<file path="src/hdl/bdb_merge.sv">
module bdb_merge (
    input  logic [7:0] red,
    input  logic [7:0] green,
    input  logic [7:0] blue,
    input  logic [7:0] level,
    output logic       pattern
);

    logic [9:0] sum;
    logic [9:0] thresh;

    // floor(sum/3) > level  <=>  sum > 3*level + 2
    assign sum     = {2'b00, red} + {2'b00, green} + {2'b00, blue};
    assign thresh  = 10'({2'b00, level} * 10'd3) + 10'd2;
    assign pattern = sum > thresh;

endmodule

</file>
<file path="config.mk">
export PLATFORM = sky130hd
export DESIGN_NAME = bdb_merge
export DESIGN_NICKNAME = d
export VERILOG_FILES = /design/src/hdl/bdb_merge.sv
export SDC_FILE = /design/constraint.sdc
export NUM_CORES = 1
export LEC_CHECK = 0
export BUFFER_PORTS_ARGS = -buffer_cell sky130_fd_sc_hd__buf_2
export CORE_UTILIZATION = 50
export DETAILED_ROUTE_END_ITERATION = 8
export PLACE_DENSITY = 0.89
export SYNTH_ARGS = -nofsm -noshare
export SYNTH_HDL_FRONTEND = slang
export SYNTH_SLANG_ARGS = --single-unit
export TNS_END_PERCENT = 5
</file>
<file path="constraint.sdc">
create_clock -name vclk -period 3.8
set_clock_uncertainty 0.1 [all_clocks]
set_input_delay 0.57 -clock vclk [all_inputs]
set_output_delay 0.57 -clock vclk [all_outputs]
set_load 0.05 [all_outputs]
</file>
==> results_dict.tcl, run 1 <==
set metrics [dict create \
    status "complete, but fails checks" \
    violations "setup timing" \
    syn-num-nets 204 \
    worst-path-stages 15 \
    rsz0062_at_grt "true" \
    irDropWorstVdd_uv 321.9 \
    powerDensity_nw_per_um2 298.6 \
    finalCritPeriodShare 1.133 \
    gp_congestion 0.8570 \
    p_sw_frac 0.5031 \
    min_to "pattern" \
    drt_iter0_markers 15 \
    placed_cell_area_um2 1441 \
    initial_utilization 0.5515 \
    max_stage_delay_ns 0.53 \
    cpMostUsedCell "inv_1" \
    post_cts_buffers 0 \
    fin_nets 252 \
    pwr-share-comb 1.000 \
    place_ws_ns -0.5771 \
    gr-total-overflow 0 \
    nClkBuffers 0 \
    stdcell_count 204 \
    report.final.slew_viol_count 0 \
    p_leak_nw 0.7855 \
    crit_chain "buf_2 -> inv_1 -> fa_1 -> inv_1 -> ha_2 -> fa_2 -> a211oi_2 -> nor2_1 -> o21a_1 -> o31a_1 -> ha_1 -> nand4_1 -> a21oi_2 -> o41a_4 -> buf_6" \
    fp.coreArea_um2 2042 \
    synth.area.top_cells "ha_1, fa_1, inv_1, a21oi_1, o21ai_0" \
    fmax_ghz 0.2324 \
    p_switching_w 0.0002182 \
    worst-path-buf-inv 4 \
    layout_commonest_cell "buf_2" \
    crit_required_ns 3.13 \
    hp-class "primary input to primary output" \
    syn-cell-area_um2 1126 \
    yosysTopAreaCellShare 0.3444 \
    finalSetupTns_ns -0.5037 \
    worstHoldPathCells 6 \
    rows 16 \
    dr.pass1.iters 4 \
    seq_area_um2 0 \
    ys_warn_count 0 \
    num-fill-cells 159 \
    worstHoldStart "level[0]" \
    seqPwrFrac 0 \
    post_drt_via_cell_ratio 5.387 \
    grt_start_max_net_pins 6 \
    critical_path.top_delay_family "adder cells" \
    p_int_w 0.0002156 \
    portBuffers 33 \
    power_frac_clock 0 \
    end_kind "primary output" \
    yosysUniqueCellTypes 28 \
    setup_violations 1 \
    die_h_um 49.46 \
    fp.dieArea_um2 2446 \
    min_period_ns 4.304 \
    drcViolationCount 0 \
    synth_sequential_area_ratio 0 \
    track_usage 0.2274 \
    hold_violations 0 \
    critPathSlowestCell "fa_1" \
    slew-limit-headroom 0.8310 \
    final_cell_mix "buf_2, ha_1, inv_1" \
    finalWorstSetupSlack_ns -0.5037 \
    ioPinCount 33 \
    critPathLaunchType "primary input" \
    seq_cell_count 0 \
    antenna_found_initial 0 \
    syn_area_per_cell_um2 8.596 \
    wl_per_cell_um 11.93 \
    fin_area_um2 1453 \
    grt_pass1_vias 1133 \
    yosysTopAreaCell "ha_1" \
    cts_hold_buf 0 \
    ant_nets 0 \
    multiInputGateArea_um2 1071 \
    drive_gt1_frac 0.3277 \
    path_class "primary input to primary output" \
    dp.cells 204 \
    tightest_slew_ns 0.2509 \
    p_total_w 0.0004338 \
    cp.arrival_ns 3.63 \
    synthesis.instances 131 \
    cp_max_fo 3 \
    die_w_um 49.46 \
    syn2layout_area_growth_pct 29.00 \
    maxCapViolCount 0 \
    grt_pass1_wl_um 4512 \
    hpwl_um 2259 \
    dr_total_vias 1099 \
    antennaDiodeCount 0 \
    wl_um 2434 \
]
metrics by stage:
stage          utilization  hold WS [ns]
3_5_place_dp        0.7059         1.770
5_1_grt             0.7114         1.763
3_3_place_gp        0.7059         1.762
4_1_cts             0.7114         1.720
2_1_floorplan            -         1.390
6_report            0.7114         1.730
worst max-delay path by stage:
stage          startpoint  slack [ns]       to
2_1_floorplan      red[1]       -0.24  pattern
3_3_place_gp       red[1]       -0.45  pattern
3_5_place_dp       red[1]       -0.58  pattern
4_1_cts            red[1]       -0.50  pattern
5_1_grt            red[1]       -0.64  pattern
6_report           red[1]       -0.50  pattern
synthesized netlist by cell type, types with 2 or more instances:
cell type / number
nor4_1: 2
inv_1: 21
a21o_1: 5
o21a_1: 3
o31a_1: 2
o21ai_1: 2
nand4_1: 2
nand2b_1: 2
o21ai_0: 9
nor2_1: 7
ha_1: 31
xor2_1: 4
a21oi_1: 10
xnor2_1: 3
o21bai_1: 2
nor3_1: 2
fa_1: 10
a211oi_2: 3
nand3_1: 2
kinds of logic (layout without fill, tap and decap cells):
family / count (synthesis) / in the layout / synth area share
AO/OA/AOI/OAI: 40 / 40 / 0.2411
AND/OR/NAND/NOR: 22 / 22 / 0.1122
XOR/XNOR: 7 / 7 / 0.05445
buffers and inverters: 21 / 67 / 0.07000
adder cells (fa/ha/maj): 41 / 41 / 0.5222
power groups by stage:
stage	clock, W	sequential (W)	combinational [W]
after floorplan	0	0	0.000296
after global placement	0	0	0.000395
after detailed placement	0	0	0.000422
after CTS	0	0	0.000437
after global routing	0	0	0.000489
final	0	0	0.000434
tightest hold or removal path, stage by stage:
cell	delay, ns
buf_2	0.09
buf_4	0.09
ha_1	0.12
nand3_1	0.11
o41a_4	0.13
buf_6	0.14
final cells by class:
class	instances	area share
timing repair buffer	46	0.1852
multi-input combinational	110	0.7373
inverter	21	0.05426
tap	27	0.02326
repair_timing:
item                       CTS  global route
hold endpoints to repair     0             0
pin swaps                    1             0
resized for setup            3             0
setup endpoints to repair    1             1
layer usage:
metal	vias to the layer above	GRT usage	share of wire
met1	516	0.2491	0.43
li1	563	-	-
met3	0	0.006173	0.019
met5	-	0	0
met4	0	0.03333	0
met2	20	0.4795	0.55
Power figures use the tool's default switching activity.
==> run 2: changes to the inputs <==
- REMOVE_ABC_BUFFERS: unset -> 1
==> run 2 against run 1 <==
  * The flow still finishes with violations (setup timing)
  * Critical path type unchanged
  * Maximum frequency grew 2.7%
  * Utilization grew 1.3 points
  * Via count down 0.64%
  * Largest power group unchanged
==> results_dict.tcl, run 2 (synthesis gave the netlist of run 1 again) <==
set metrics [dict create \
    status "complete, but fails checks" \
    violations "setup timing" \
    drcViolationCount 0 \
    dr.pass1.iters 4 \
    hold_violations 0 \
    fmax_ghz 0.2387 \
    gr-total-overflow 0 \
    final_cell_mix "buf_2, ha_1, inv_1" \
    post_cts_buffers 0 \
    antenna_found_initial 0 \
    p_leak_nw 0.7839 \
    ioPinCount 33 \
    cp_max_fo 2 \
    end_kind "primary output" \
    fp.dieArea_um2 2446 \
    report.final.slew_viol_count 0 \
    grt_start_max_net_pins 6 \
    post-route-util 0.7243 \
    powerDensity_nw_per_um2 294.3 \
    crit_required_ns 3.13 \
    seq_area_um2 0 \
    layout_commonest_cell "buf_2" \
    finalCritPeriodShare 1.103 \
    setup_violations 1 \
    nClkBuffers 0 \
    seq_cell_count 0 \
    hold-worst-slack_ns 1.741 \
    finalWorstSetupSlack_ns -0.3896 \
    fin_nets 252 \
    rsz0062_at_grt "true" \
    ant_nets 0 \
    fp.coreArea_um2 2042 \
    grt_pass1_vias 1103 \
    cp.arrival_ns 3.52 \
    grt_pass1_wl_um 4071 \
    hpwl_um 2049 \
    die_h_um 49.46 \
    maxCapViolCount 0 \
    post_drt_via_cell_ratio 5.353 \
    antennaDiodeCount 0 \
    drive_gt1_frac 0.3446 \
    portBuffers 33 \
    path_class "primary input to primary output" \
    drt_iter0_markers 11 \
    initial_utilization 0.5515 \
    dp.cells 204 \
    num-fill-cells 160 \
    wl_um 2408 \
    syn2layout_area_growth_pct 31.33 \
    track_usage 0.2030 \
    wl_per_cell_um 11.80 \
    p_total_w 0.0004353 \
    stdcell_count 204 \
    gp_congestion 0.8326 \
    tightest_slew_ns 0.2466 \
    dr_total_vias 1092 \
    multiInputGateArea_um2 1089 \
    min_period_ns 4.190 \
    critPathLaunchType "primary input" \
    irDropWorstVdd_uv 374.7 \
    finalSetupTns_ns -0.3896 \
    rows 16 \
    slew-limit-headroom 0.8339 \
    hp-class "primary input to primary output" \
    die_w_um 49.46 \
]
-- run 2: critical path: stages --
cell and delay, ns:
buf_6 0.07, inv_4 0.03, fa_1 0.54, inv_2 0.05, ha_4 0.15, fa_2 0.35
a211oi_2 0.19, nor2_1 0.08, o21a_1 0.19, o31a_1 0.27, ha_4 0.23, a211oi_2 0.17
nor2_1 0.07, o41a_1 0.41, buf_6 0.16
-- run 2: through the flow --
stage               instance area, um2  setup slack (ns)
finish                            1479           -0.3896
global placement                  1423           -0.5961
detailed placement                1423           -0.6694
global route                      1479           -0.5173
CTS                               1455           -0.4352
floorplan                         1126           -0.5332
-- run 2: timing repair --
action | CTS | global route
cloned | 0 | 0
hold buffers | 0 | 0
setup endpoints to repair | 1 | 1
pin swaps | 5 | 6
resized for setup | 9 | 4
-- run 2: worst paths after layout --
path / startpoint / end / slack, ns / cells past startpoint
worst max-delay path: red[1] / pattern / -0.39 / 15
worst min-delay path: level[0] / pattern / 1.74 / 6
-- run 2: area by class of cell --
type | instances | area share
tap | 27 | 0.02284
timing repair buffer | 46 | 0.1861
inverter | 21 | 0.05499
multi-input combinational | 110 | 0.7360
-- run 2: report_power, final --
| group | internal, W | total (W) | switching, W |
|---|---|---|---|
| combinational | 0.000212 | 0.000435 | 0.000223 |
| sequential | 0 | 0 | 0 |
| clock | 0 | 0 | 0 |
| total | 0.000212 | 0.000435 | 0.000223 |
-- run 2: per-layer routing --
layer  vias up  part of all wire  track usage
li1        560                 -            -
met1       509              0.45       0.2345
met2        23              0.52       0.4247
met3         0             0.022     0.003086
met4         0                 0     0.009524
met5         -                 0            0
==> run 3: changes to the inputs <==
- ABC_AREA: unset -> 1
- CORE_UTILIZATION: 50 -> 51
- PLACE_DENSITY: 0.89 -> 0.9
==> run 3 against run 2 <==
  * The run now ends clean
  * Area after synthesis up 3.8%
  * Worst setup slack better by 0.46 ns
  * Total power is 2.3% higher
  * Critical endpoint unchanged
  * Largest power group unchanged
==> results_dict.tcl, run 3 <==
set metrics [dict create \
    fmax_ghz 0.2680 \
    cp_max_fo 3 \
    synth.area.top_cells "ha_1, fa_1, nand2_1, inv_1, a21oi_1" \
    drcViolationCount 0 \
    irDropWorstVdd_uv 216.4 \
    die_w_um 49.87 \
    ant_nets 0 \
    p_total_w 0.0004453 \
    fp.dieArea_um2 2487 \
    dr.pass1.iters 4 \
    gp_congestion 0.8120 \
    hpwl_um 1829 \
    seqPwrFrac 0 \
    p_int_w 0.0001946 \
    synth_xor_area_frac 0.04497 \
    antenna_found_initial 0 \
    crit_chain "buf_6 -> inv_2 -> fa_1 -> inv_1 -> ha_2 -> fa_2 -> nand3_2 -> nand2_2 -> nand3_1 -> a21oi_1 -> ha_1 -> nand2_2 -> nor2_4 -> buf_4 -> nand2_1 -> nor2_1 -> nor2_1 -> buf_6" \
    finalWorstSetupSlack_ns 0.06830 \
    tightest_slew_ns 0.2321 \
    yosysUniqueCellTypes 19 \
    portBuffers 33 \
    end_kind "primary output" \
    final_cell_mix "nand2_1, inv_1, buf_2" \
    maxCapViolCount 0 \
    wl_um 2115 \
    rsz0062_at_grt "true" \
    yosysTopAreaCell "ha_1" \
    place_ws_ns -0.1646 \
    synth_adder_area_share 0.5032 \
    cp.arrival_ns 3.06 \
    post_drt_via_cell_ratio 4.838 \
    synth_commonest_cells "nand2_1, inv_1, ha_1, a21oi_1, fa_1" \
    drive_gt1_frac 0.3043 \
    nClkBuffers 0 \
    max_stage_delay_ns 0.53 \
    dr_total_vias 1132 \
    cts_hold_buf 0 \
    syn_area_per_cell_um2 6.915 \
    synth_mux_area_frac 0 \
    die_h_um 49.87 \
    p_sw_frac 0.5630 \
    min_period_ns 3.732 \
    path_class "primary input to primary output" \
    antennaDiodeCount 0 \
    synth.most_common_cell "nand2_1" \
    fin_nets 282 \
    wl_per_cell_um 9.038 \
    crit_required_ns 3.13 \
    p_leak_nw 0.8828 \
    initial_utilization 0.5667 \
    hold-worst-slack_ns 1.592 \
    syn-cell-area_um2 1169 \
    synthesis.instances 169 \
    rows 16 \
    synth_compound_area_frac 0.07495 \
    critPathLaunchType "primary input" \
    seq_cell_count 0 \
    synth_top_family_by_area "adder cells" \
    p_switching_w 0.0002507 \
    ys_warn_count 0 \
    ioPinCount 33 \
    grt_pass1_vias 1042 \
    power_frac_clock 0 \
    drt_iter0_markers 13 \
    grt_start_max_net_pins 6 \
    slew-limit-headroom 0.8453 \
    pwr-share-comb 1.000 \
    num-fill-cells 156 \
    grt_pass1_wl_um 3788 \
    synth_sequential_area_ratio 0 \
    layout_commonest_cell "nand2_1" \
    yosys.area_share.simple 0.2580 \
    report.final.slew_viol_count 0 \
    hp-class "primary input to primary output" \
    seq_area_um2 0 \
    setup_violations 0 \
    syn2layout_area_growth_pct 26.45 \
    finalCritPeriodShare 0.9820 \
    critPathSlowestCell "fa_1" \
    gr-total-overflow 0 \
    hold_violations 0 \
    powerDensity_nw_per_um2 301.3 \
    fp.coreArea_um2 2062 \
    track_usage 0.1828 \
    yosysTopAreaCellShare 0.3319 \
    status "finished clean" \
]
run 3: cell types whose count changed after synthesis, moves of 3 or more:
cell      change
inv_1        +14
nand2_2       +4
o21ai_0       -9
nand3_1       +7
a211oi_2      -3
nand2_1      +43
a21o_1        -5
o21a_1        -3
run 3: worst max-delay path: cells and delay by family:
kind	cells	cell delay, ns
adder cells (fa/ha/maj)	4	1.38
AND/OR/NAND/NOR	8	0.59
buffers and inverters	5	0.44
AO/OA/AOI/OAI	1	0.07
run 3: per-layer routing:
metal  track usage  up-vias  routed length [um]
li1              -      607                   -
met1        0.2266      507                 927
met2        0.3626       18                1132
met3             0        0                  56
met4      0.009524        0                   0
met5             0        -                   0
run 3: path summary, 6_finish.rpt:
path	startpoint	endpoint	slack, ns	cells after the start
max	blue[1]	pattern	0.07	18
min	level[0]	pattern	1.59	6
run 3: logic make-up (layout without fill, tap and decap cells):
family          after synthesis  in the layout
compound gates               14             14
xor+xnor                      6              6
fa+ha+maj                    41             41
simple gates                 71             71
buf+inv                      37             75
run 3: area by class of cell:
type / instances / area [um2] / area share
Inverter: 37 / 138.9 / 0.09399
Timing Repair Buffer: 38 / 215.2 / 0.1456
Tap cell: 27 / 33.78 / 0.02286
Multi-Input combinational cell: 132 / 1090 / 0.7375
run 3: through the flow:
step	util	TNS, ns	instance area [um2]	instances
floorplan	-	-0.2941	1169	169
global placement	0.6778	-0.1266	1398	233
detailed placement	0.6778	-0.1646	1398	233
CTS	0.6936	-0.03518	1430	234
global route	0.7166	-0.07661	1478	234
finish	0.7166	0	1478	234
run 3: what timing repair did:
item                                   4_1_cts  5_1_grt
endpoints found under the hold margin        0        0
setup endpoints to repair                    1        1
resized for setup                            8       10
pin swaps                                   12        8
setup buffers                                1        0
run 3: power by group through the flow:
stage / Combinational (W) / Sequential [W] / Clock, W
3_5_place_dp: 0.000377 / 0 / 0
2_1_floorplan: 0.000287 / 0 / 0
4_1_cts: 0.000399 / 0 / 0
5_1_grt: 0.000505 / 0 / 0
6_report: 0.000445 / 0 / 0
3_3_place_gp: 0.000366 / 0 / 0
