<file path="src/hdl/bdb_pkg.sv">
package bdb_pkg;

    localparam int DIM_W              = 11;
    localparam int PIX_W              = 8;
    localparam int ROW_W              = 10;
    localparam int RGB_W              = 3 * PIX_W;
    localparam int DIM_LIMIT          = 1024;
    localparam int MAX_LINE_WIDTH_DEF = 1024;
    localparam int CFG_ADDR_W         = 3;
    localparam int CHANNELS           = 3;

    localparam logic [DIM_W-1:0] SIZE_RESET  = 11'd64;
    localparam logic [PIX_W-1:0] LEVEL_RESET = 8'd127;

    // configuration register indexes
    localparam logic [CFG_ADDR_W-1:0] CFG_SOURCE_WIDTH  = 3'd0;
    localparam logic [CFG_ADDR_W-1:0] CFG_SOURCE_HEIGHT = 3'd1;
    localparam logic [CFG_ADDR_W-1:0] CFG_TARGET_WIDTH  = 3'd2;
    localparam logic [CFG_ADDR_W-1:0] CFG_TARGET_HEIGHT = 3'd3;
    localparam logic [CFG_ADDR_W-1:0] CFG_BINARIZE_LVL  = 3'd4;

    // lerp phases inside a lane
    localparam logic [1:0] PH_LEFT   = 2'd0;
    localparam logic [1:0] PH_RIGHT  = 2'd1;
    localparam logic [1:0] PH_ACROSS = 2'd2;

    typedef enum logic [3:0] {
        ST_IDLE,
        ST_READ,
        ST_ROW,
        ST_YMAP,
        ST_XMAP,
        ST_LERP,
        ST_EMIT,
        ST_CSTEP,
        ST_STORE,
        ST_RMAP
    } state_t;

    typedef struct packed {
        logic             start;
        logic [DIM_W-1:0] t;
        logic [DIM_W-1:0] s;
        logic [DIM_W-1:0] d;
    } map_req_t;

    typedef struct packed {
        logic             done;
        logic [DIM_W-1:0] q;
        logic [DIM_W-1:0] rem;
        logic [DIM_W-1:0] trig;
    } map_rsp_t;

    typedef struct packed {
        logic             start;
        logic [DIM_W-1:0] ny;
        logic [DIM_W-1:0] th;
        logic [DIM_W-1:0] nx;
        logic [DIM_W-1:0] tw;
    } lerp_ctrl_t;

    // zero counts as one, large values saturate
    function automatic logic [DIM_W-1:0] clamp_size(input logic [DIM_W-1:0] v,
                                                    input logic [DIM_W-1:0] hi);
        logic [DIM_W-1:0] r;
        if (v == '0)
        begin
            r = 11'd1;
        end
        else if (v > hi)
        begin
            r = hi;
        end
        else
        begin
            r = v;
        end
        return r;
    endfunction

endpackage

</file>
<file path="src/hdl/bdb_lane.sv">
module bdb_lane (
    input  logic                clk,
    input  logic                rst_n,
    input  bdb_pkg::lerp_ctrl_t ctrl,
    input  logic [7:0]          p11,
    input  logic [7:0]          p12,
    input  logic [7:0]          p21,
    input  logic [7:0]          p22,
    output logic                done,
    output logic [7:0]          res
);

    localparam int W = bdb_pkg::DIM_W;
    localparam int P = bdb_pkg::PIX_W;

    logic [1:0]   phase_reg;
    logic         load_reg;
    logic         busy_reg;
    logic         done_reg;
    logic [3:0]   cnt_reg;
    logic [W-1:0] rem_reg;
    logic [P-1:0] q_reg;
    logic [P-1:0] ya_reg;
    logic [P-1:0] yb_reg;
    logic [P-1:0] res_reg;

    logic [P-1:0]         a_sel;
    logic [P-1:0]         b_sel;
    logic [W-1:0]         num_sel;
    logic [W-1:0]         den_sel;
    logic signed [P+1:0]  diff;
    logic [W+P-1:0]       base;
    logic signed [20:0]   term;
    logic signed [20:0]   vsum;
    logic [W:0]           trial;
    logic                 ge;
    logic [W-1:0]         rem_next;
    logic [P-1:0]         q_next;

    always_comb
    begin
        case (phase_reg)
            bdb_pkg::PH_LEFT:
            begin
                a_sel   = p11;
                b_sel   = p12;
                num_sel = ctrl.ny;
                den_sel = ctrl.th;
            end
            bdb_pkg::PH_RIGHT:
            begin
                a_sel   = p21;
                b_sel   = p22;
                num_sel = ctrl.ny;
                den_sel = ctrl.th;
            end
            default:
            begin
                a_sel   = ya_reg;
                b_sel   = yb_reg;
                num_sel = ctrl.nx;
                den_sel = ctrl.tw;
            end
        endcase
    end

    // a*den + num*(b-a), never negative and below 256*den
    always_comb
    begin
        diff  = $signed({2'b00, b_sel}) - $signed({2'b00, a_sel});
        base  = {{W{1'b0}}, a_sel} * {{P{1'b0}}, den_sel};
        term  = $signed({10'd0, num_sel}) * $signed({{11{diff[P+1]}}, diff});
        vsum  = $signed({2'b00, base}) + term;
        trial    = {rem_reg, q_reg[P-1]};
        ge       = trial >= {1'b0, den_sel};
        rem_next = ge ? W'(trial - {1'b0, den_sel}) : trial[W-1:0];
        q_next   = {q_reg[P-2:0], ge};
    end

    always_ff @(posedge clk or negedge rst_n)
    begin
        if (!rst_n)
        begin
            phase_reg <= bdb_pkg::PH_LEFT;
            load_reg  <= 1'b0;
            busy_reg  <= 1'b0;
            done_reg  <= 1'b0;
            cnt_reg   <= '0;
        end
        else
        begin
            done_reg <= 1'b0;
            if (ctrl.start)
            begin
                phase_reg <= bdb_pkg::PH_LEFT;
                load_reg  <= 1'b1;
                busy_reg  <= 1'b0;
            end
            else if (load_reg)
            begin
                load_reg <= 1'b0;
                busy_reg <= 1'b1;
                cnt_reg  <= 4'(P);
            end
            else if (busy_reg)
            begin
                cnt_reg <= cnt_reg - 4'd1;
                if (cnt_reg == 4'd1)
                begin
                    busy_reg <= 1'b0;
                    if (phase_reg == bdb_pkg::PH_ACROSS)
                    begin
                        done_reg <= 1'b1;
                    end
                    else
                    begin
                        phase_reg <= phase_reg + 2'd1;
                        load_reg  <= 1'b1;
                    end
                end
            end
        end
    end

    always_ff @(posedge clk)
    begin
        if (load_reg)
        begin
            rem_reg <= {1'b0, vsum[2*P+1:P]};
            q_reg   <= vsum[P-1:0];
        end
        else if (busy_reg)
        begin
            rem_reg <= rem_next;
            q_reg   <= q_next;
            if (cnt_reg == 4'd1)
            begin
                case (phase_reg)
                    bdb_pkg::PH_LEFT:  ya_reg  <= q_next;
                    bdb_pkg::PH_RIGHT: yb_reg  <= q_next;
                    default:           res_reg <= q_next;
                endcase
            end
        end
    end

    assign done = done_reg;
    assign res  = res_reg;

endmodule

</file>
<file path="config.mk">
export PLATFORM = sky130hd
export DESIGN_NAME = bdb_lane
export DESIGN_NICKNAME = d
export VERILOG_FILES = /design/src/hdl/bdb_pkg.sv /design/src/hdl/bdb_lane.sv
export SDC_FILE = /design/constraint.sdc
export NUM_CORES = 1
export LEC_CHECK = 0
export BUFFER_PORTS_ARGS = -buffer_cell sky130_fd_sc_hd__buf_4
export CAP_MARGIN = 0
export CORE_MARGIN = 2
export CORE_UTILIZATION = 60
export DETAILED_ROUTE_END_ITERATION = 12
export HOLD_SLACK_MARGIN = 0.05
export PLACE_DENSITY = 0.91
export RECOVER_POWER = 50
export SYNTH_ARGS = -nofsm -noshare
export SYNTH_HDL_FRONTEND = slang
export SYNTH_SLANG_ARGS = --single-unit
</file>
<file path="constraint.sdc">
create_clock -name clk -period 12.3 [get_ports clk]
set_input_delay 1.23 -clock clk [delete_from_list [all_inputs] [get_ports clk]]
set_output_delay 1.23 -clock clk [all_outputs]
set_load 0.01 [all_outputs]
</file>
==> out/metrics.json, run 1 <==
{
  "cp_endpoint_kind": "register",
  "rsz0062_at_grt": "false",
  "drive_above_1_share_pct": 11.3,
  "floorplan.die.width_um": 130,
  "first_global_vias": 7876,
  "floorplan.die.height_um": 130,
  "tritoncts": "yes",
  "required_worst_endpoint_ns": 12.31,
  "fin_skew_ns": 0.00959,
  "finalMaxSlewViolations": 0,
  "final_report_setup_violation_count": 0,
  "cts_made_buffers": 5,
  "share_of_the_clock_period_used_by_the_worst_path_pct": 79.0,
  "postCtsSetupBuffers": 0,
  "row_count": 45,
  "portBuffers": 87,
  "synth_edf_count": 42,
  "cp.arrival_ns": 9.73,
  "finalHoldWorstSlack_ns": 0.469,
  "die_area_um2": 16800,
  "design.core.area_um2": 15300,
  "worst_pin_slew_ns": 1.27,
  "antenna-diode-count": 0,
  "drt_pass1_iterations": 6,
  "place.detailed.instances": 1306,
  "netlist_instances": 1030,
  "synth_cell_type_count": 61,
  "gp_congestion": 0.957,
  "fin_crit_ns": 9.71,
  "timing.hold.worst.class": "reg2reg",
  "hold_buffers": 0,
  "worstSkewPairLatency_ns": 0.30,
  "synth_seq_area_share_pct": 15.9,
  "timing.critical_path.slowest_cell_delay_ns": 0.77,
  "fmax_mhz": 103,
  "synth_fp_nets": 1348,
  "place.detailed.hpwl_um": 19800,
  "postRouteWirelength_um": 23800,
  "start_util_pct": 61.9,
  "max-cap-violations": 0,
  "fin_cells": 1314,
  "grt_antenna_before_repair": 1,
  "timing_hold_violations_final": 0,
  "grt_overflow_total": 0,
  "critical-path-top-cell-by-count": "sky130_fd_sc_hd__fa_1",
  "critical_path.slowest_cell": "sky130_fd_sc_hd__xnor2_1",
  "final.setup.worst_slack_ns": 2.59,
  "design.final.nets": 1420,
  "timing.critical_path.from_type": "register",
  "critical_path.max_fanout": 44,
  "route.detailed.wl_per_inst_um": 18.1,
  "place_ws_ns": 2.75,
  "cts_buffer_depth": 2,
  "numClockSinks": 52,
  "initialDrtViolationCount": 845,
  "avgViaCountPerCell": 5.72,
  "global_route_wire_length_before_repair_um": 38600,
  "largest_register_ff_count": 11,
  "mean_syn_cell_area_um2": 9.21,
  "timing_worst_setup_path_type": "reg2reg",
  "number_of_levels_in_the_clock_h_tree": 2,
  "postRouteAntennaNets": 0,
  "synth.yosys.warnings": 0,
  "maxSlewHeadroom_pct": 15.1,
  "mappedNetlistArea_um2": 9490,
  "clk_pin_slew_ns": 0.07,
  "via_count": 7515,
  "syn2layout_area_growth_pct": 10.2,
  "ios": 88,
  "cts-resized-gates": 0,
  "synthArstFlopShare_pct": 17.3,
  "postSynthRegisterBits": 52,
  "grt_util_all_layers_pct": 29.9,
  "grt_max_degree": 45,
  "fin_setup_tns_ns": 0,
  "cts_root_buffer": "sky130_fd_sc_hd__clkbuf_16",
  "run_status": "completed",
  "synthFlopType": "sky130_fd_sc_hd__edfxtp_1",
  "post-route-drc-count": 0
}
through the flow:
step	utilization, %	area, um^2
after detailed placement	67.3	10300
after CTS	68.5	10500
after global routing	68.2	10400
after floorplan	-	9490
after global placement	67.3	10300
final	68.2	10400
path summary, 6_finish.rpt:
path | slack, ns | from | cells after the start | end
setup / recovery | 2.59 | phase_reg[0]$_DFFE_PN0P_ | 28 | rem_reg[8]$_DFFE_PN_
hold / removal | 0.47 | rem_reg[10]$_SDFFE_PP0P_ | 2 | rem_reg[10]$_SDFFE_PP0P_
setup reg to reg | 2.59 | phase_reg[0]$_DFFE_PN0P_ | 28 | rem_reg[8]$_DFFE_PN_
hold reg to reg | 0.47 | rem_reg[10]$_SDFFE_PP0P_ | 2 | rem_reg[10]$_SDFFE_PP0P_
max in group asynchronous | 11.12 | rst_n | 1 | cnt_reg[3]$_DFFE_PN0P_
min in group asynchronous | 0.86 | rst_n | 1 | cnt_reg[0]$_DFFE_PN0P_
Yosys cell counts (3+ instances only):
cell,count,area [um^2]
sky130_fd_sc_hd__nand2b_1,19,119
sky130_fd_sc_hd__nand3_1,10,50.1
sky130_fd_sc_hd__a21oi_1,26,130
sky130_fd_sc_hd__clkbuf_1,16,60.1
sky130_fd_sc_hd__nand3b_1,3,22.5
sky130_fd_sc_hd__dfrtp_1,9,225
sky130_fd_sc_hd__a211oi_1,5,37.5
sky130_fd_sc_hd__xnor2_1,26,228
sky130_fd_sc_hd__o21ai_0,17,85.1
sky130_fd_sc_hd__a22oi_1,7,52.6
sky130_fd_sc_hd__nand2_1,120,450
sky130_fd_sc_hd__nor2_1,93,349
sky130_fd_sc_hd__a21o_1,14,105
sky130_fd_sc_hd__or2_2,4,25.0
sky130_fd_sc_hd__edfxtp_1,42,1260
sky130_fd_sc_hd__and2_1,9,56.3
sky130_fd_sc_hd__ha_1,93,1160
sky130_fd_sc_hd__inv_1,226,848
sky130_fd_sc_hd__mux2i_1,23,230
sky130_fd_sc_hd__or3_1,4,25.0
sky130_fd_sc_hd__buf_1,5,18.8
sky130_fd_sc_hd__nor3_1,12,60.1
sky130_fd_sc_hd__mux2_2,26,293
sky130_fd_sc_hd__fa_1,146,2920
sky130_fd_sc_hd__nor3b_1,4,30.0
sky130_fd_sc_hd__o31ai_1,3,22.5
sky130_fd_sc_hd__a22o_1,9,78.8
sky130_fd_sc_hd__xor2_1,11,96.3
sky130_fd_sc_hd__nor2b_1,12,75.1
sky130_fd_sc_hd__o211ai_1,3,22.5
cell families (layout without fill, tap and decap cells):
family | after synthesis | in the layout | synth area share (%)
simple gates | 299 | 299 | 14.2
buf+inv | 252 | 325 | 10.2
fa+ha+maj | 239 | 239 | 43.1
compound gates | 100 | 100 | 7.22
flops | 52 | 52 | 15.9
mux | 50 | 50 | 5.75
xor+xnor | 38 | 38 | 3.65
metal layers:
layer | wire (um) | GRT usage, % | vias to the layer above
met5 | 7 | 0 | -
met2 | 11700 | 51.1 | 434
met4 | 918 | 10.6 | 2
li1 | - | - | 3370
met3 | 2160 | 4.67 | 86
met1 | 9010 | 39.0 | 3623
area by class of cell:
class,instances,area (um^2)
Multi-Input combinational cell,726,7010
Fill cell,1173,4870
Sequential cell,52,1510
Inverter,227,857
Timing Repair Buffer,90,634
Tap cell,211,264
Clock buffer,8,179
worst max-delay path: cells and delay by family, from the launching register on:
family          cells  cell delay (ns)
compound gates      7             1.99
xor+xnor            2             0.98
fa+ha+maj          10             4.43
buf+inv             6             0.57
flops               1             0.39
mux                 1             0.11
simple gates        2             0.92
cell usage in the layout (no fill, tap or decap), types with 9 or more instances in the layout:
cell,synthesis,final
sky130_fd_sc_hd__a21oi_1,26,26
sky130_fd_sc_hd__ha_1,93,93
sky130_fd_sc_hd__clkbuf_1,16,12
sky130_fd_sc_hd__buf_4,1,79
sky130_fd_sc_hd__nand2_1,120,120
sky130_fd_sc_hd__inv_1,226,226
sky130_fd_sc_hd__nor2_1,93,93
sky130_fd_sc_hd__o21ai_0,17,17
sky130_fd_sc_hd__xor2_1,11,11
sky130_fd_sc_hd__a21o_1,14,14
sky130_fd_sc_hd__and2_1,9,9
sky130_fd_sc_hd__a22o_1,9,9
sky130_fd_sc_hd__nand2b_1,19,19
sky130_fd_sc_hd__mux2i_1,23,23
sky130_fd_sc_hd__nand3_1,10,10
sky130_fd_sc_hd__dfrtp_1,9,9
sky130_fd_sc_hd__nor2b_1,12,12
sky130_fd_sc_hd__mux2_2,26,26
sky130_fd_sc_hd__fa_1,146,146
sky130_fd_sc_hd__edfxtp_1,42,42
sky130_fd_sc_hd__nor3_1,12,12
sky130_fd_sc_hd__xnor2_1,26,26
Power of run 1 is not shown: default switching activity piles up to over one toggle a cycle in this logic, so the estimate is an artifact.
==> run 2, diff against run 1 <==
==> constraint.sdc (replaced) <==
create_clock -name clk -period 9.6 [get_ports clk]
set_input_delay 0.96 -clock clk [delete_from_list [all_inputs] [get_ports clk]]
set_output_delay 0.96 -clock clk [all_outputs]
set_load 0.01 [all_outputs]
==> run 2 against run 1 <==
Effect of this change:
- via count up 2.1%
- final cell count up 0.30%
- die area unchanged
- utilization up 0.074 points
- non-clock buffer count up 4
- worst hold slack better by 0.0098 ns
==> out/metrics.json, run 2 (synthesized netlist as in run 1, its figures left out) <==
{
  "run_status": "completed",
  "postCtsSetupBuffers": {"value": 0, "change": "unchanged"},
  "fin_cells": {"value": 1318, "change": "+0.30%"},
  "fmax": {"value": 110, "unit": "MHz", "change": "+6.4%"},
  "numClockSinks": {"value": 52, "change": "unchanged"},
  "largest_register_ff_count": {"value": 11, "change": "unchanged"},
  "place.detailed.instances": {"value": 1310, "change": "+0.31%"},
  "critical_path.max_fanout": {"value": 20, "change": "-55%"},
  "first_global_vias": {"value": 8036, "change": "+2.0%"},
  "fin_setup_tns": {"value": 0, "unit": "ns", "change": "unchanged"},
  "cts_root_buffer": "sky130_fd_sc_hd__clkbuf_16",
  "critical_path.slowest_cell": "sky130_fd_sc_hd__fa_1",
  "grt_overflow_total": {"value": 0, "change": "unchanged"},
  "portBuffers": {"value": 87, "change": "unchanged"},
  "cts_made_buffers": {"value": 5, "change": "unchanged"},
  "fin_skew": {"value": 0.00485, "unit": "ns", "change": "-0.00474 ns"},
  "initialDrtViolationCount": {"value": 858, "change": "+1.5%"},
  "rsz0062_at_grt": "false",
  "flip_flop_and_latch_area": {"value": 1510, "unit": "um^2", "change": "unchanged"},
  "die_area": {"value": 16800, "unit": "um^2", "change": "unchanged"},
  "floorplan.die.height": {"value": 130, "unit": "um", "change": "unchanged"},
  "crit_start": "phase_reg[0]$_DFFE_PN0P_",
  "place.detailed.hpwl": {"value": 19900, "unit": "um", "change": "+0.42%"},
  "timing.critical_path.slowest_cell_delay": {"value": 0.56, "unit": "ns", "change": "-0.21 ns"},
  "antenna-diode-count": {"value": 0, "change": "unchanged"},
  "most_frequent_standard_cell_in_the_layout_excluding_fill_and_tap_cells": "sky130_fd_sc_hd__inv_1",
  "hold_buffers": {"value": 0, "change": "unchanged"},
  "avgViaCountPerCell": {"value": 5.82, "change": "+1.8%"},
  "design.core.area": {"value": 15300, "unit": "um^2", "change": "unchanged"},
  "row_count": {"value": 45, "change": "unchanged"},
  "worstSkewPairLatency": {"value": 0.30, "unit": "ns", "change": "about the same"},
  "final_report_setup_violation_count": {"value": 0, "change": "unchanged"},
  "maxSlewHeadroom": {"value": 13.0, "unit": "%", "change": "-2.2 points"},
  "syn2layout_area_growth_pct": 10.3,
  "timing_hold_violations_final": {"value": 0, "change": "unchanged"},
  "number_of_levels_in_the_clock_h_tree": {"value": 2, "change": "unchanged"},
  "floorplan.die.width": {"value": 130, "unit": "um", "change": "unchanged"},
  "design.final.nets": {"value": 1424, "change": "+0.28%"},
  "via_count": {"value": 7672, "change": "+2.1%"},
  "drt_pass1_iterations": {"value": 6, "change": "unchanged"},
  "share_of_the_clock_period_used_by_the_worst_path": {"value": 95.1, "unit": "%", "change": "+16 points"},
  "post-route-drc-count": {"value": 0, "change": "unchanged"},
  "critical_path.endpoint": "rem_reg[9]$_DFFE_PN_",
  "global_route_wire_length_before_repair": {"value": 39800, "unit": "um", "change": "+3.1%"},
  "clk_pin_slew": {"value": 0.07, "unit": "ns", "change": "about the same"},
  "cp.arrival": {"value": 9.16, "unit": "ns", "change": "-0.57 ns"},
  "worst_pin_slew": {"value": 1.30, "unit": "ns", "change": "+0.0325 ns"},
  "fin_crit": {"value": 9.13, "unit": "ns", "change": "-0.586 ns"},
  "rrSetupSlack": {"value": 0.47, "unit": "ns", "change": "-2.11 ns"},
  "worst_hold_startpoint": "rem_reg[10]$_SDFFE_PP0P_",
  "kind_of_cell_adding_the_most_delay_to_the_critical_path": "adder cells",
  "start_util": {"value": 61.9, "unit": "%", "change": "unchanged"},
  "timing_worst_setup_path_type": "reg2reg",
  "required_worst_endpoint": {"value": 9.63, "unit": "ns", "change": "-2.68 ns"},
  "crit-reg2reg-launch": "phase_reg[0]$_DFFE_PN0P_",
  "route.detailed.wl_per_inst": {"value": 18.4, "unit": "um", "change": "+2.0%"},
  "postRouteWirelength": {"value": 24300, "unit": "um", "change": "+2.3%"},
  "multi_input_area": {"value": 7020, "unit": "um^2", "change": "+0.20%"},
  "tritoncts": "yes",
  "finalMaxSlewViolations": {"value": 0, "change": "unchanged"},
  "cts_buffer_depth": {"value": 2, "change": "unchanged"},
  "grt_antenna_before_repair": {"value": 0, "change": "-1"},
  "regToRegEndpoint": "rem_reg[9]$_DFFE_PN_",
  "layout_fillers": {"value": 1159, "change": "-1.2%"},
  "timing.hold.worst.class": "reg2reg",
  "postRouteAntennaNets": {"value": 0, "change": "unchanged"},
  "cp_endpoint_kind": "register",
  "drive_above_1_share": {"value": 11.7, "unit": "%", "change": "+0.41 points"},
  "grt_util_all_layers": {"value": 30.6, "unit": "%", "change": "+0.69 points"},
  "timing.critical_path.from_type": "register",
  "ios": {"value": 88, "change": "unchanged"},
  "critical_path_depth": {"value": 33, "change": "+18%"},
  "gp_congestion": {"value": 0.969, "change": "+1.3%"},
  "max-cap-violations": {"value": 0, "change": "unchanged"},
  "reg2regPathDepth": {"value": 33, "change": "+18%"},
  "layout.cells.most_common_list": "226 x sky130_fd_sc_hd__inv_1, 146 x sky130_fd_sc_hd__fa_1, 120 x sky130_fd_sc_hd__nand2_1, 93 x sky130_fd_sc_hd__nor2_1, 92 x sky130_fd_sc_hd__ha_1",
  "cp_num_buf_inv": {"value": 8, "change": "+2"},
  "grt_max_degree": {"value": 26, "change": "-42%"}
}
-- run 2: changes by cell type in the layout (fill, tap and decap cells not counted), sizes merged --
| cell | previous run | this run |
|---|---|---|
| buf | 79 | 83 |
| clkbuf | 19 | 17 |
| inv | 226 | 228 |
-- run 2: what timing repair did --
item,CTS,global route
endpoints found under the hold margin,0,0
resized for setup,0,2
setup endpoints to repair,0,1
-- run 2: tightest hold or removal path, delay by kind of cell, from the launching register on --
kind / cells / cell delay [ns]
compound gates: 1 / 0.06
simple gates: 1 / 0.05
flops: 1 / 0.34
-- run 2: cell type report --
class | count | area share, %
sequential | 52 | 14.4
tap | 211 | 2.52
clock buffer | 6 | 1.23
timing repair buffer | 94 | 6.35
multi-input combinational | 726 | 67.1
clock inverter | 2 | 0.167
inverter | 227 | 8.19
-- run 2: worst min-delay path by stage --
| stage | to | slack (ns) | cells after the start |
|---|---|---|---|
| floorplan | rem_reg[10]$_SDFFE_PP0P_ | 0.43 | 2 |
| global placement | rem_reg[10]$_SDFFE_PP0P_ | 0.44 | 2 |
| detailed placement | rem_reg[10]$_SDFFE_PP0P_ | 0.47 | 2 |
| CTS | cnt_reg[0]$_DFFE_PN0P_ | 0.47 | 1 |
| global route | rem_reg[10]$_SDFFE_PP0P_ | 0.51 | 2 |
| finish | rem_reg[10]$_SDFFE_PP0P_ | 0.48 | 2 |
-- run 2: per-stage QoR --
stage	cell area, um^2	util (%)	setup WS [ns]	hold WS (ns)
final	10500	68.3	0.473	0.479
after global routing	10500	68.3	0.136	0.513
after CTS	10500	68.5	0.553	0.473
after detailed placement	10300	67.5	0.616	0.465
after global placement	10300	67.5	0.968	0.445
after floorplan	9490	-	1.40	0.426
-- run 2: per-layer routing --
metal / track usage (%) / routed length [um]
met5: 0 / 0
met4: 10.7 / 977
met3: 6.07 / 2470
met2: 50.9 / 11700
met1: 40.3 / 9170
Power of run 2 is left out for the same reason.
